[src/ekd_pkg.sv]
// ekd_pkg: shared types and constants for the eager key debouncer
// holds transaction payload structs, lane status struct and field widths
// no dependencies

package ekd_pkg;

    // fixed field widths
    localparam int KEY_W   = 5;
    localparam int TIME_W  = 16;
    localparam int DEB_W   = 8;
    localparam int CNT_W   = 3;

    // defaults
    localparam int NUM_KEYS_DEF = 5;
    localparam logic [DEB_W-1:0] DEBOUNCE_RST = 8'd5;

    // input transaction: one scan
    typedef struct packed {
        logic [KEY_W-1:0]  pressed_now;
        logic [TIME_W-1:0] now_ms;
    } t_in_item;

    // output transaction: debounced view after the scan
    typedef struct packed {
        logic [KEY_W-1:0] keys_down;
        logic             all_settled;
        logic [CNT_W-1:0] down_count;
    } t_out_item;

    // per-key state after the scan, from a lane to the merge stage
    typedef struct packed {
        logic stable;
        logic settling;
    } t_lane_stat;

endpackage

[src/eager_key_debouncer.sv]
// eager_key_debouncer: top level, per-key lanes, merge stage and output buffer
// uses ekd_pkg, ekd_lane, ekd_merge and ekd_out_buf
// a result is formed in its scan's accept cycle and registered in the output register, or in the skid entry if stalled
// throughput: one scan per cycle while the input is not stalled; every lane updates its key in the accept cycle
// a two-entry output buffer lets one more scan in while a result is stalled
// reset (synchronous, active low): all keys up, none settling, timers zero,
// debounce setting 5 ms, output buffer empty

module eager_key_debouncer #(
    parameter int NUM_KEYS = ekd_pkg::NUM_KEYS_DEF
) (
    input  logic                       i_clk,
    input  logic                       i_rst_n,
    input  logic                       i_in_valid,
    output logic                       o_in_stall,
    input  ekd_pkg::t_in_item          i_in_data,
    output logic                       o_out_valid,
    input  logic                       i_out_stall,
    output ekd_pkg::t_out_item         o_out_data,
    input  logic                       i_cfg_we,
    input  logic [ekd_pkg::DEB_W-1:0]  i_cfg_wdata
);

    // keys beyond the scan width never change, so they get no lane
    localparam int LANES = (NUM_KEYS < ekd_pkg::KEY_W) ? NUM_KEYS : ekd_pkg::KEY_W;

    logic [ekd_pkg::DEB_W-1:0] r_debounce_ms;
    logic                      in_acc;
    ekd_pkg::t_lane_stat       lane_stat [LANES];
    ekd_pkg::t_out_item        res;

    // debounce setting register
    always_ff @(posedge i_clk) begin
        if (!i_rst_n) begin
            r_debounce_ms <= ekd_pkg::DEBOUNCE_RST;
        end else if (i_cfg_we) begin
            r_debounce_ms <= i_cfg_wdata;
        end
    end

    assign in_acc = i_in_valid && !o_in_stall;

    // one lane per key
    for (genvar k = 0; k < LANES; k++) begin : g_lane
        ekd_lane u_lane (
            .i_clk         (i_clk),
            .i_rst_n       (i_rst_n),
            .i_en          (in_acc),
            .i_raw         (i_in_data.pressed_now[k]),
            .i_now_ms      (i_in_data.now_ms),
            .i_debounce_ms (r_debounce_ms),
            .o_stat        (lane_stat[k])
        );
    end

    // combine lane states
    ekd_merge #(
        .LANES (LANES)
    ) u_merge (
        .i_stat (lane_stat),
        .o_res  (res)
    );

    // result buffering
    ekd_out_buf u_out_buf (
        .i_clk   (i_clk),
        .i_rst_n (i_rst_n),
        .i_valid (i_in_valid),
        .o_stall (o_in_stall),
        .i_data  (res),
        .o_valid (o_out_valid),
        .i_stall (i_out_stall),
        .o_data  (o_out_data)
    );

endmodule

[src/ekd_lane.sv]
// ekd_lane: debounce state and update logic for one key
// uses ekd_pkg for field widths and the lane status struct

module ekd_lane (
    input  logic                        i_clk,
    input  logic                        i_rst_n,
    input  logic                        i_en,
    input  logic                        i_raw,
    input  logic [ekd_pkg::TIME_W-1:0]  i_now_ms,
    input  logic [ekd_pkg::DEB_W-1:0]   i_debounce_ms,
    output ekd_pkg::t_lane_stat         o_stat
);

    logic                       r_stable;
    logic                       r_prev;
    logic                       r_settling;
    logic [ekd_pkg::TIME_W-1:0] r_start;

    logic                       n_stable;
    logic                       n_settling;
    logic                       restart;
    logic [ekd_pkg::TIME_W-1:0] elapsed;
    logic                       timeout;
    logic                       settling_a;
    logic                       stable_a;

    // timeout phase: wrapping elapsed time against the settle setting
    assign elapsed    = i_now_ms - r_start;
    assign timeout    = r_settling && (elapsed > {{(ekd_pkg::TIME_W - ekd_pkg::DEB_W){1'b0}},
                                                  i_debounce_ms});
    assign settling_a = r_settling && !timeout;
    assign stable_a   = (timeout && !i_raw) ? 1'b0 : r_stable;

    // change phase: eager press, anything else restarts the settle timer
    always_comb begin
        n_stable   = stable_a;
        n_settling = settling_a;
        restart    = 1'b0;
        if (i_raw != r_prev) begin
            if (!settling_a && i_raw) begin
                n_stable = 1'b1;
            end else begin
                n_settling = 1'b1;
                restart    = 1'b1;
            end
        end
    end

    // control state
    always_ff @(posedge i_clk) begin
        if (!i_rst_n) begin
            r_stable   <= 1'b0;
            r_prev     <= 1'b0;
            r_settling <= 1'b0;
        end else if (i_en) begin
            r_stable   <= n_stable;
            r_prev     <= i_raw;
            r_settling <= n_settling;
        end
    end

    // settle start time, reset to zero
    always_ff @(posedge i_clk) begin
        if (!i_rst_n) begin
            r_start <= '0;
        end else if (i_en && restart) begin
            r_start <= i_now_ms;
        end
    end

    assign o_stat.stable   = n_stable;
    assign o_stat.settling = n_settling;

endmodule

[src/ekd_merge.sv]
// ekd_merge: combines the lane states into one output transaction
// uses ekd_pkg for the lane status and output payload structs

module ekd_merge #(
    parameter int LANES = ekd_pkg::NUM_KEYS_DEF
) (
    input  ekd_pkg::t_lane_stat i_stat [LANES],
    output ekd_pkg::t_out_item  o_res
);

    logic [ekd_pkg::KEY_W-1:0] mask;
    logic                      any_settling;
    logic [ekd_pkg::CNT_W-1:0] cnt;

    // gather mask, settling flag and popcount over the lanes
    always_comb begin
        mask         = '0;
        any_settling = 1'b0;
        cnt          = '0;
        for (int k = 0; k < LANES; k++) begin
            mask[k]      = i_stat[k].stable;
            any_settling = any_settling | i_stat[k].settling;
            cnt          = cnt + ekd_pkg::CNT_W'(i_stat[k].stable);
        end
    end

    assign o_res.keys_down   = mask;
    assign o_res.all_settled = !any_settling;
    assign o_res.down_count  = cnt;

endmodule

[src/ekd_out_buf.sv]
// ekd_out_buf: output register with a skid stage for result transactions
// uses ekd_pkg for the output payload struct

module ekd_out_buf (
    input  logic               i_clk,
    input  logic               i_rst_n,
    input  logic               i_valid,
    output logic               o_stall,
    input  ekd_pkg::t_out_item i_data,
    output logic               o_valid,
    input  logic               i_stall,
    output ekd_pkg::t_out_item o_data
);

    logic               r_out_valid;
    logic               r_skid_valid;
    ekd_pkg::t_out_item r_out_data;
    ekd_pkg::t_out_item r_skid_data;

    logic in_acc;
    logic out_fire;

    assign in_acc   = i_valid && !r_skid_valid;
    assign out_fire = r_out_valid && !i_stall;

    // valid flags
    always_ff @(posedge i_clk) begin
        if (!i_rst_n) begin
            r_out_valid  <= 1'b0;
            r_skid_valid <= 1'b0;
        end else if (r_skid_valid) begin
            if (out_fire) begin
                r_skid_valid <= 1'b0;
            end
        end else if (in_acc) begin
            if (r_out_valid && !out_fire) begin
                r_skid_valid <= 1'b1;
            end else begin
                r_out_valid <= 1'b1;
            end
        end else if (out_fire) begin
            r_out_valid <= 1'b0;
        end
    end

    // payload registers
    always_ff @(posedge i_clk) begin
        if (r_skid_valid) begin
            if (out_fire) begin
                r_out_data <= r_skid_data;
            end
        end else if (in_acc) begin
            if (r_out_valid && !out_fire) begin
                r_skid_data <= i_data;
            end else begin
                r_out_data <= i_data;
            end
        end
    end

    assign o_stall = r_skid_valid;
    assign o_valid = r_out_valid;
    assign o_data  = r_out_data;

    // skid entry only ever holds the younger of two results
    a_skid_behind_out: assert property (@(posedge i_clk) disable iff (!i_rst_n)
        r_skid_valid |-> r_out_valid)
        else $error("skid stage full while output register empty");

    // a transaction arriving at a stalled full output lands in the skid stage
    a_skid_catch: assert property (@(posedge i_clk) disable iff (!i_rst_n)
        (in_acc && r_out_valid && i_stall) |=> r_skid_valid)
        else $error("transaction lost at stalled output");

    // a drained skid stage refills the output register
    a_skid_drain: assert property (@(posedge i_clk) disable iff (!i_rst_n)
        (r_skid_valid && out_fire) |=> (r_out_valid && !r_skid_valid))
        else $error("skid stage did not drain into output register");

    // reset empties both stages
    a_reset_empty: assert property (@(posedge i_clk)
        !i_rst_n |=> (!r_out_valid && !r_skid_valid))
        else $error("buffer not empty after reset");

endmodule
[config.mk]
export PLATFORM = sky130hd
export DESIGN_NAME = eager_key_debouncer
export DESIGN_NICKNAME = d
export VERILOG_FILES = /design/src/ekd_pkg.sv /design/src/eager_key_debouncer.sv /design/src/ekd_lane.sv /design/src/ekd_merge.sv /design/src/ekd_out_buf.sv
export SDC_FILE = /design/constraint.sdc
export NUM_CORES = 1
export LEC_CHECK = 0
export BUFFER_PORTS_ARGS = -buffer_cell sky130_fd_sc_hd__buf_4
export CAP_MARGIN = 20
export CORE_ASPECT_RATIO = 0.6
export CORE_MARGIN = 2
export CORE_UTILIZATION = 35
export DETAILED_ROUTE_END_ITERATION = 7
export GPL_TIMING_DRIVEN = 1
export PLACE_DENSITY = 0.54
export SYNTH_ARGS = -nofsm -noshare
export SYNTH_HDL_FRONTEND = slang
export SYNTH_HIERARCHICAL = 1
export SYNTH_SLANG_ARGS = --single-unit
[constraint.sdc]
create_clock -name i_clk -period 9.9 [get_ports i_clk]
set_input_delay 1.98 -clock i_clk [delete_from_list [all_inputs] [get_ports i_clk]]
set_output_delay 1.98 -clock i_clk [all_outputs]
set_load 0.01 [all_outputs]
== After elaboration in Yosys (flattened, before gate mapping) ==
Index checks and enable logic that the tools add are counted.
Cells by class
  add/sub/neg operators: 9
  $lt $le $gt $ge: 5
  equality and inequality tests: 8
  multiplexer cells: 46
  bitwise logic cells: 5
  reduce and logical (&&, ||, !) cells: 52
Operators with widths (number)
  greater-than comparator 16 x 8 -> 1 bit: 5
  subtractor 16 bit: 5
  2-to-1 mux 1 bit: 42
  2-to-1 mux 9 bit: 4
  logical AND 1 bit: 28
  logical NOT 1 bit: 19
  adder 3 x 1 -> 3 bit: 3
  AND reduction 3 bit: 3
  inequality test 1 bit: 5
  inequality test 2 bit, second input constant: 2
  bitwise OR 1 bit: 4
  nonzero test 2 bit: 2
  adder 1 x 1 -> 2 bit: 1
  inequality test 2 x 1 -> 1 bit, second input constant: 1
  NOT 1 bit: 1
Word-level totals
  flip-flop bits (word level): 123
  input port bits: 34
  output and inout port bits: 11
  word-level logic and storage cells: 154

== Depth between registers and ports, before layout ==
Gate-level depths: netlist of run 1.
  depth in word-level cells: 17
  depth in mapped cells: 24
  mapped depth without buffers: 23

== By module ==
Netlist of run 1, hierarchy kept.
By module, submodules not included
  ekd_lane (g_lane[0].u_lane ...): instances 4, cells an instance 250, area each 1960.6 µm², sequential area each 380.4 µm²
  ekd_lane (g_lane[1].u_lane): instances 1, cells an instance 291, area each 2224.6 µm², sequential area each 380.4 µm²
  ekd_out_buf: instances 1, cells an instance 41, area each 789.5 µm², sequential area each 580.6 µm²
  eager_key_debouncer: instances 1, cells an instance 26, area each 302.8 µm², sequential area each 160.2 µm²
  ekd_merge: instances 1, cells an instance 15, area each 120.1 µm², sequential area each 0.0 µm²

== Worst setup path before layout of run 1 ==
OpenSTA, ideal clock, no wires.
  path kind: input to register
  from: input i_in_data[0] (netlist bit)
  to: register u_out_buf.r_out_data (netlist bit u_out_buf/o_data[1]) (data pin)
  setup time: 0.260 ns
  data arrival time: 6.474 ns
  required time: 9.640 ns
  path slack: 3.166 ns
  stages on the path: 22
  path buffers: 1
  cell sequence: inv_1 ha_1 fa_1 nand2b_1 a21oi_1 nor2_1 xnor2_1 ha_1 a21o_1 a21oi_1 nor2_1 nor4_2 nand4_2 or2_2 a311oi_1 buf_4 inv_1 fa_1 inv_1 fa_1 ha_1 mux2_2
RTL lines
  from (decl): line eager_key_debouncer.sv:16  | input ekd_pkg::t_in_item i_in_data,
  to (signal assigned): line ekd_out_buf.sv:50  | r_out_data <= r_skid_data;
  to (signal assigned): line ekd_out_buf.sv:56  | r_out_data <= i_data;
  to (decl): line ekd_out_buf.sv:17  | ekd_pkg::t_out_item r_out_data;

==> results.sh, run 1 <==
export IMPL_ys_flop_type="dfxtp_1"
export IMPL_cts_tree="done"
export IMPL_slowest_delay_ns=0.60
export IMPL_synth_area_per_cell_um2=8.22
export IMPL_cts_setup_buffers=0
export IMPL_syn_to_final_growth_pct=9.68
export IMPL_num_vias=9541
export IMPL_synthSimpleGateAreaFrac=0.204
export IMPL_worstPathMaxFanout=9
export IMPL_leakagePower_nw=4.82
export IMPL_cp_num_cells=22
export IMPL_layout_setup_ws_ns=2.67
export IMPL_grtUsageTotal=0.185
export IMPL_dp_slack_ns=2.22
export IMPL_clkSinkCount=123
export IMPL_dr_pass1_iters=5
export IMPL_antennaDiodeCount=0
export IMPL_placed_cells=1794
export IMPL_layout_commonest_cell="nand2_1"
export IMPL_grt_antenna_before_repair=0
export IMPL_critical_path_class="primary input to flip-flop"
export IMPL_crit_chain="buf_4, inv_1, ha_1, fa_1, nand2b_1, a21oi_1, nor2_1, xnor2_1, ha_1, a21o_1, a21oi_1, nor2_1, nor4_2, nand4_2, or2_2, a311oi_1, inv_1, fa_1, inv_1, fa_1, ha_1, mux2_2"
export IMPL_syn_area_mm2=0.0113
export IMPL_rr_worst_depth=20
export IMPL_wl_per_cell_um=16.5
export IMPL_ff2ff_setup_slack_ns=4.13
export IMPL_synthDistinctLibCells=84
export IMPL_wl_met1_mm=16.6
export IMPL_first_global_vias=8865
export IMPL_cp_required_ns=10.09
export IMPL_grt_pass1_wl_mm=48.5
export IMPL_synth_edf_count=18
export IMPL_crit_path_start_kind="primary input"
export IMPL_tightest_slew_ns=1.07
export IMPL_clkSlewWorstSetupHoldPaths_ns=0.06
export IMPL_fin_cells=1827
export IMPL_timing_rr_end="u_out_buf/o_data[1]$_DFFE_PP_"
export IMPL_status="completed"
export IMPL_fin_crit_sh=0.730
export IMPL_wirelength_mm=30.2
export IMPL_rr_startpoint="g_lane[4].u_lane/r_start[0]$_SDFFE_PN0P_"
export IMPL_rows=50
export IMPL_synth_seq_area_share=0.234
export IMPL_viasPerCell=5.22
export IMPL_gp_congestion=0.878
export IMPL_wl_met2_mm=12.0
export IMPL_port_buffers=44
export IMPL_synth_compound_area_share=0.206
export IMPL_max_freq_mhz=138
export IMPL_grt_ovfl_total=0
export IMPL_cp_end_kind="flip-flop"
export IMPL_vdd_ir_drop_worst_v=0.000121
export IMPL_layout_cells_most_common_list="nand2_1, inv_1, ha_1"
export IMPL_synth_top_family_by_area="compound AO/OA/AOI/OAI gates"
export IMPL_slew_headroom=0.284
export IMPL_power_density_mw_per_mm2=133
export IMPL_synth_area_leaders="dfxtp_1, ha_1, mux2i_1"
export IMPL_synth_top_cell_area_share=0.186
export IMPL_hold_path_class="flip-flop to flip-flop"
export IMPL_dr_wl_met3_mm=1.38
export IMPL_grt_max_degree=89
export IMPL_syn_nets=1530
export IMPL_cap_violations=0
export IMPL_rsz0062_at_grt="no"
export IMPL_final_util=0.393
export IMPL_placed_area_mm2=0.0118
export IMPL_synthAdderAreaFrac=0.141
export IMPL_synth_seq_cells=123
export IMPL_drive_gt1_frac=0.135
export IMPL_min_period_ns=7.23
export IMPL_worst_path_max_delay_cell="a311oi_1"
export IMPL_cts_path_max_buffers=2
export IMPL_synthArstFlopShare=0
export IMPL_die_w_um=236
export IMPL_start_util=0.358
export IMPL_hold_viol=0
export IMPL_drtAntennaViolNets=0
export IMPL_synth_cells=1373
export IMPL_cts_repair_resized=0
export IMPL_finalSetupTns_ns=0
export IMPL_finalSetupViolations=0
export IMPL_critPathCapture="u_out_buf/o_data[1]$_DFFE_PP_"
export IMPL_arrival_ns=7.42
export IMPL_cts_buffers=17
export IMPL_path_delay_family="adder cells"
export IMPL_drc=0
export IMPL_top_layer="met4"
export IMPL_h_tree_depth=4
export IMPL_dieArea_mm2=0.0337
export IMPL_synth_area_leader_cell="dfxtp_1"
export IMPL_synthMuxAreaShare=0.0833
export IMPL_critPathLaunch="i_in_data[0]"
export IMPL_dr_first_iter_drc_count=736
export IMPL_dpl_hpwl_mm=22.5
export IMPL_hold_buffers=0
export IMPL_clock_skew_ns=0.0102
export IMPL_synth_xor_area_frac=0.0380
export IMPL_ios=45
export IMPL_ys_warnings_count=6
export IMPL_post_route_cell_area_mm2=0.0124
export IMPL_clk_latency_ns=0.44
export IMPL_nets=1555
export IMPL_ctsRootBufferMaster="clkbuf_16"
export IMPL_slew_violations=0
export IMPL_die_h_um=143
export IMPL_core_mm2=0.0315
export IMPL_path_buf_inv=4
[kinds of logic after synthesis]
kind of cell,after synthesis
AO/OA/AOI/OAI,330
XOR/XNOR,49
adder cells (fa/ha/maj),123
buffers and inverters,212
flip-flops,123
multiplexers,90
AND/OR/NAND/NOR,446
[area by class of cell]
| type | instances | area [um^2] |
|---|---|---|
| clock buffer | 17 | 425 |
| clock inverter | 15 | 174 |
| fill | 3213 | 19100 |
| inverter | 166 | 623 |
| multi-input combinational | 1038 | 7590 |
| sequential | 123 | 2640 |
| tap | 416 | 520 |
| timing repair buffer | 52 | 398 |
[routing by layer]
| metal | global-route usage | vias to the layer above |
|---|---|---|
| li1 | - | 4895 |
| met1 | 0.280 | 4464 |
| met2 | 0.268 | 162 |
| met3 | 0.0352 | 20 |
| met4 | 0.0386 | 0 |
| met5 | 0 | - |
[sequential cells by signal, summed over array words and instances (netlist names)]
| register | count |
|---|---|
| u_out_buf/o_data | 9 |
| u_out_buf/r_skid_data | 9 |
| u_out_buf/o_stall | 1 |
| g_lane.u_lane/r_start | 80 |
| r_debounce_ms | 8 |
| g_lane.u_lane/r_prev | 5 |
| u_out_buf/o_valid | 1 |
| g_lane.u_lane/r_stable | 5 |
| g_lane.u_lane/r_settling | 5 |
[synth_stat cells, types with 7 or more instances]
library cell	n
a211oi_1	13
a211oi_2	15
a21o_1	23
a21o_2	12
a21oi_1	89
a31oi_1	12
and2b_2	8
and3_1	10
and3_2	8
buf_4	15
clkbuf_1	7
clkbuf_8	12
dfxtp_1	105
edfxtp_1	18
fa_1	7
ha_1	116
inv_1	166
mux2_4	7
mux2i_1	80
nand2_1	177
nand2b_1	20
nand3_1	18
nand4_1	15
nor2_1	64
nor2b_1	19
nor3_1	33
nor4_1	9
o211ai_1	17
o21a_1	12
o21ai_0	57
o21bai_1	12
or2_2	8
or2b_2	8
or3_2	8
xnor2_1	39
xor2_1	10
[worst min-delay path by stage]
stage | from | endpoint | slack [ns] | cells past startpoint
floorplan | g_lane[0].u_lane/r_start[10]$_SDFFE_PN0P_ | g_lane[0].u_lane/r_start[10]$_SDFFE_PN0P_ | 0.43 | 2
global placement | g_lane[0].u_lane/r_start[13]$_SDFFE_PN0P_ | g_lane[0].u_lane/r_start[13]$_SDFFE_PN0P_ | 0.44 | 2
detailed placement | g_lane[0].u_lane/r_start[10]$_SDFFE_PN0P_ | g_lane[0].u_lane/r_start[10]$_SDFFE_PN0P_ | 0.45 | 2
CTS | g_lane[4].u_lane/r_start[9]$_SDFFE_PN0P_ | g_lane[4].u_lane/r_start[9]$_SDFFE_PN0P_ | 0.46 | 2
global route | g_lane[4].u_lane/r_start[8]$_SDFFE_PN0P_ | g_lane[4].u_lane/r_start[8]$_SDFFE_PN0P_ | 0.47 | 2
finish | g_lane[4].u_lane/r_start[9]$_SDFFE_PN0P_ | g_lane[4].u_lane/r_start[9]$_SDFFE_PN0P_ | 0.46 | 2
[per-stage QoR]
step	hold slack (ns)	total power, mW
global route	0.475	1.75
floorplan	0.435	0.887
detailed placement	0.447	0.997
global placement	0.442	0.993
CTS	0.458	1.66
finish	0.456	1.65
[power by group]
part	total, mW	switching, mW	internal (mW)
logic	0.441	0.254	0.187
clock network	0.654	0.260	0.395
registers	0.551	0.0203	0.531
[worst reg2reg max path, cell delays in order, from the launching register on]
cell      delay (ns)
dfxtp_1         0.32
ha_1            0.20
fa_1            0.41
nand2b_1        0.19
a21oi_1         0.26
nor2_1          0.12
xnor2_1         0.19
ha_1            0.27
a21o_1          0.16
a21oi_1         0.15
nor2_1          0.07
nor4_2          0.30
nand4_2         0.23
or2_2           0.38
a311oi_1        0.60
inv_1           0.15
fa_1            0.57
inv_1           0.06
fa_1            0.36
ha_1            0.30
mux2_2          0.26
Note: power is estimated with default switching activity, not from simulation.
==> run 2, diff against run 1 <==
--- a/config.mk
+++ b/config.mk
@@ -12,7 +12,7 @@
 export CORE_UTILIZATION = 35
 export DETAILED_ROUTE_END_ITERATION = 7
 export GPL_TIMING_DRIVEN = 1
-export PLACE_DENSITY = 0.54
+export PLACE_DENSITY = 0.56
 export SYNTH_ARGS = -nofsm -noshare
 export SYNTH_HDL_FRONTEND = slang
 export SYNTH_HIERARCHICAL = 1
==> constraint.sdc (replaced) <==
create_clock -name i_clk -period 6.23 [get_ports i_clk]
set_input_delay 1.246 -clock i_clk [delete_from_list [all_inputs] [get_ports i_clk]]
set_output_delay 1.246 -clock i_clk [all_outputs]
set_load 0.01 [all_outputs]
==> run 2 against run 1 <==
Setup slack lost 2.4 ns. Global-route usage grew 0.45 points. Clock power grew 61%. Critical endpoint unchanged. Clock skew grew 0.0016 ns. Critical path type unchanged. Highest routed layer unchanged.
==> results.sh, run 2 (synthesis results as in run 1) <==
export IMPL_multiInputGateArea_mm2=0.00760
export IMPL_first_global_vias=9330
export IMPL_nets=1597
export IMPL_tightest_slew_ns=1.05
export IMPL_worst_path_max_delay_cell="fa_1"
export IMPL_dieArea_mm2=0.0337
export IMPL_gp_congestion=0.918
export IMPL_core_mm2=0.0315
export IMPL_arrival_ns=6.14
export IMPL_dpl_hpwl_mm=24.2
export IMPL_cts_setup_buffers=0
export IMPL_hold_path_class="flip-flop to flip-flop"
export IMPL_drive_gt1_frac=0.162
export IMPL_num_vias=9800
export IMPL_die_h_um=143
export IMPL_timing_rr_end="u_out_buf/o_data[1]$_DFFE_PP_"
export IMPL_fin_cells=1869
export IMPL_grt_pass1_wl_mm=50.3
export IMPL_slowest_delay_ns=0.54
export IMPL_path_buf_inv=4
export IMPL_ff_latch_area_mm2=0.00264
export IMPL_wirelength_mm=31.2
export IMPL_slew_violations=0
export IMPL_dr_pass1_iters=5
export IMPL_clkSinkCount=123
export IMPL_clock_skew_ns=0.0117
export IMPL_crit_chain="buf_4, inv_1, ha_1, fa_1, nand2b_1, a21oi_1, nor2_1, xnor2_1, ha_1, nand4_1, nor2_1, nor2_1, nor4_2, nand4_2, or2_2, a311oi_1, inv_1, fa_1, inv_1, fa_1, ha_1, mux2_2"
export IMPL_vdd_ir_drop_worst_v=0.000177
export IMPL_syn_to_final_growth_pct=12.6
export IMPL_hold_depth=2
export IMPL_path_delay_family="adder cells"
export IMPL_largest_reg_flops=80
export IMPL_slew_headroom=0.294
export IMPL_dr_first_iter_drc_count=800
export IMPL_rr_worst_depth=21
export IMPL_min_to="g_lane[0].u_lane/r_start[13]$_SDFFE_PN0P_"
export IMPL_ios=45
export IMPL_layout_cells_most_common_list="nand2_1, inv_1, ha_1"
export IMPL_min_period_ns=5.95
export IMPL_drtAntennaViolNets=0
export IMPL_rr_startpoint="g_lane[4].u_lane/r_start[1]$_SDFFE_PN0P_"
export IMPL_critical_path_class="primary input to flip-flop"
export IMPL_start_util=0.358
export IMPL_clk_latency_ns=0.44
export IMPL_status="completed"
export IMPL_die_w_um=236
export IMPL_rsz0062_at_grt="no"
export IMPL_cts_buffers=17
export IMPL_placed_area_mm2=0.0121
export IMPL_h_tree_depth=4
export IMPL_hold_viol=0
export IMPL_largest_register="g_lane.u_lane/r_start"
export IMPL_layout_commonest_cell="nand2_1"
export IMPL_cts_path_max_buffers=2
export IMPL_post_route_cell_area_mm2=0.0127
export IMPL_clkSlewWorstSetupHoldPaths_ns=0.06
export IMPL_dp_slack_ns=-0.191
export IMPL_grtUsageMet3=0.0425
export IMPL_worstPathMaxFanout=4
export IMPL_grtUsageTotal=0.189
export IMPL_hp_start="g_lane[0].u_lane/r_start[13]$_SDFFE_PN0P_"
export IMPL_viasPerCell=5.24
export IMPL_ctsRootBufferMaster="clkbuf_16"
export IMPL_rows=50
export IMPL_grt_max_degree=102
export IMPL_cp_end_kind="flip-flop"
export IMPL_port_buffers=44
export IMPL_leakagePower_nw=5.03
export IMPL_gr_usage_met2=0.270
export IMPL_busiest_layer="met1"
export IMPL_final_util=0.404
export IMPL_grt_ovfl_total=0
export IMPL_fin_crit_sh=0.955
export IMPL_crit_path_start_kind="primary input"
export IMPL_antennaDiodeCount=0
export IMPL_drc=0
export IMPL_ff2ff_setup_slack_ns=0.79
export IMPL_layout_setup_ws_ns=0.279
export IMPL_finalSetupViolations=0
export IMPL_met1_usage=0.286
export IMPL_grt_antenna_before_repair=0
export IMPL_cp_required_ns=6.42
export IMPL_power_density_mw_per_mm2=209
export IMPL_finalPower_mw=2.66
export IMPL_num_fill_cells=3176
export IMPL_wl_per_cell_um=16.7
export IMPL_cts_tree="done"
export IMPL_placed_cells=1837
export IMPL_max_freq_mhz=168
export IMPL_cap_violations=0
[run 2: metrics by stage]
step	setup TNS [ns]	hold WS, ns
after floorplan	0	0.435
after global placement	-0.0411	0.443
after detailed placement	-0.276	0.447
after CTS	0	0.459
after global routing	0	0.470
final	0	0.454
[run 2: layer usage]
metal  vias to the layer above  share of wire  wire length [um]
met2                       193           0.38             12000
met5                         -              0                 0
met4                         0         0.0086               267
li1                       4975              -                 -
met1                      4609           0.55             17100
met3                        23          0.058              1800
[run 2: how the worst max path moves through the flow]
stage	from	endpoint	cells after the start
4_1_cts	i_in_data[0]	u_out_buf/o_data[1]$_DFFE_PP_	22
5_1_grt	i_in_data[0]	u_out_buf/o_data[1]$_DFFE_PP_	24
3_5_place_dp	i_in_data[0]	u_out_buf/o_data[1]$_DFFE_PP_	22
3_3_place_gp	i_in_data[0]	u_out_buf/o_data[1]$_DFFE_PP_	22
2_1_floorplan	i_in_data[0]	u_out_buf/o_data[1]$_DFFE_PP_	22
6_report	i_in_data[0]	u_out_buf/o_data[1]$_DFFE_PP_	22
[run 2: area by class of cell]
| class | count | area share |
|---|---|---|
| well taps | 416 | 0.0410 |
| clock buffers | 19 | 0.0349 |
| repair buffers | 94 | 0.0556 |
| inverters | 166 | 0.0491 |
| clock inverters | 13 | 0.0132 |
| flip-flops and latches | 123 | 0.208 |
| multi-input cells | 1038 | 0.598 |
[run 2: worst reg2reg max path, cell delays in order, from the launching register on]
cell      delay [ns]
dfxtp_1         0.40
inv_1           0.07
ha_1            0.27
or2b_2          0.31
a21o_2          0.22
nand2_1         0.10
xor2_1          0.18
ha_1            0.27
a21o_1          0.16
a21o_1          0.16
a21oi_1         0.13
nor2_1          0.06
nor4_2          0.29
nand4_2         0.23
or2_2           0.37
a311oi_1        0.34
inv_1           0.11
fa_1            0.54
inv_1           0.06
fa_1            0.37
ha_1            0.30
mux2_2          0.26
[run 2: report_power, final]
| group | switching, mW | total [mW] | internal (mW) |
|---|---|---|---|
| combinational | 0.418 | 0.735 | 0.317 |
| clock | 0.406 | 1.05 | 0.642 |
| sequential | 0.0299 | 0.873 | 0.843 |
| total | 0.854 | 2.66 | 1.80 |
[run 2: repair_timing]
item	CTS	global route
setup endpoints to repair	0	1
gates resized for setup	0	3
hold buffers	0	0
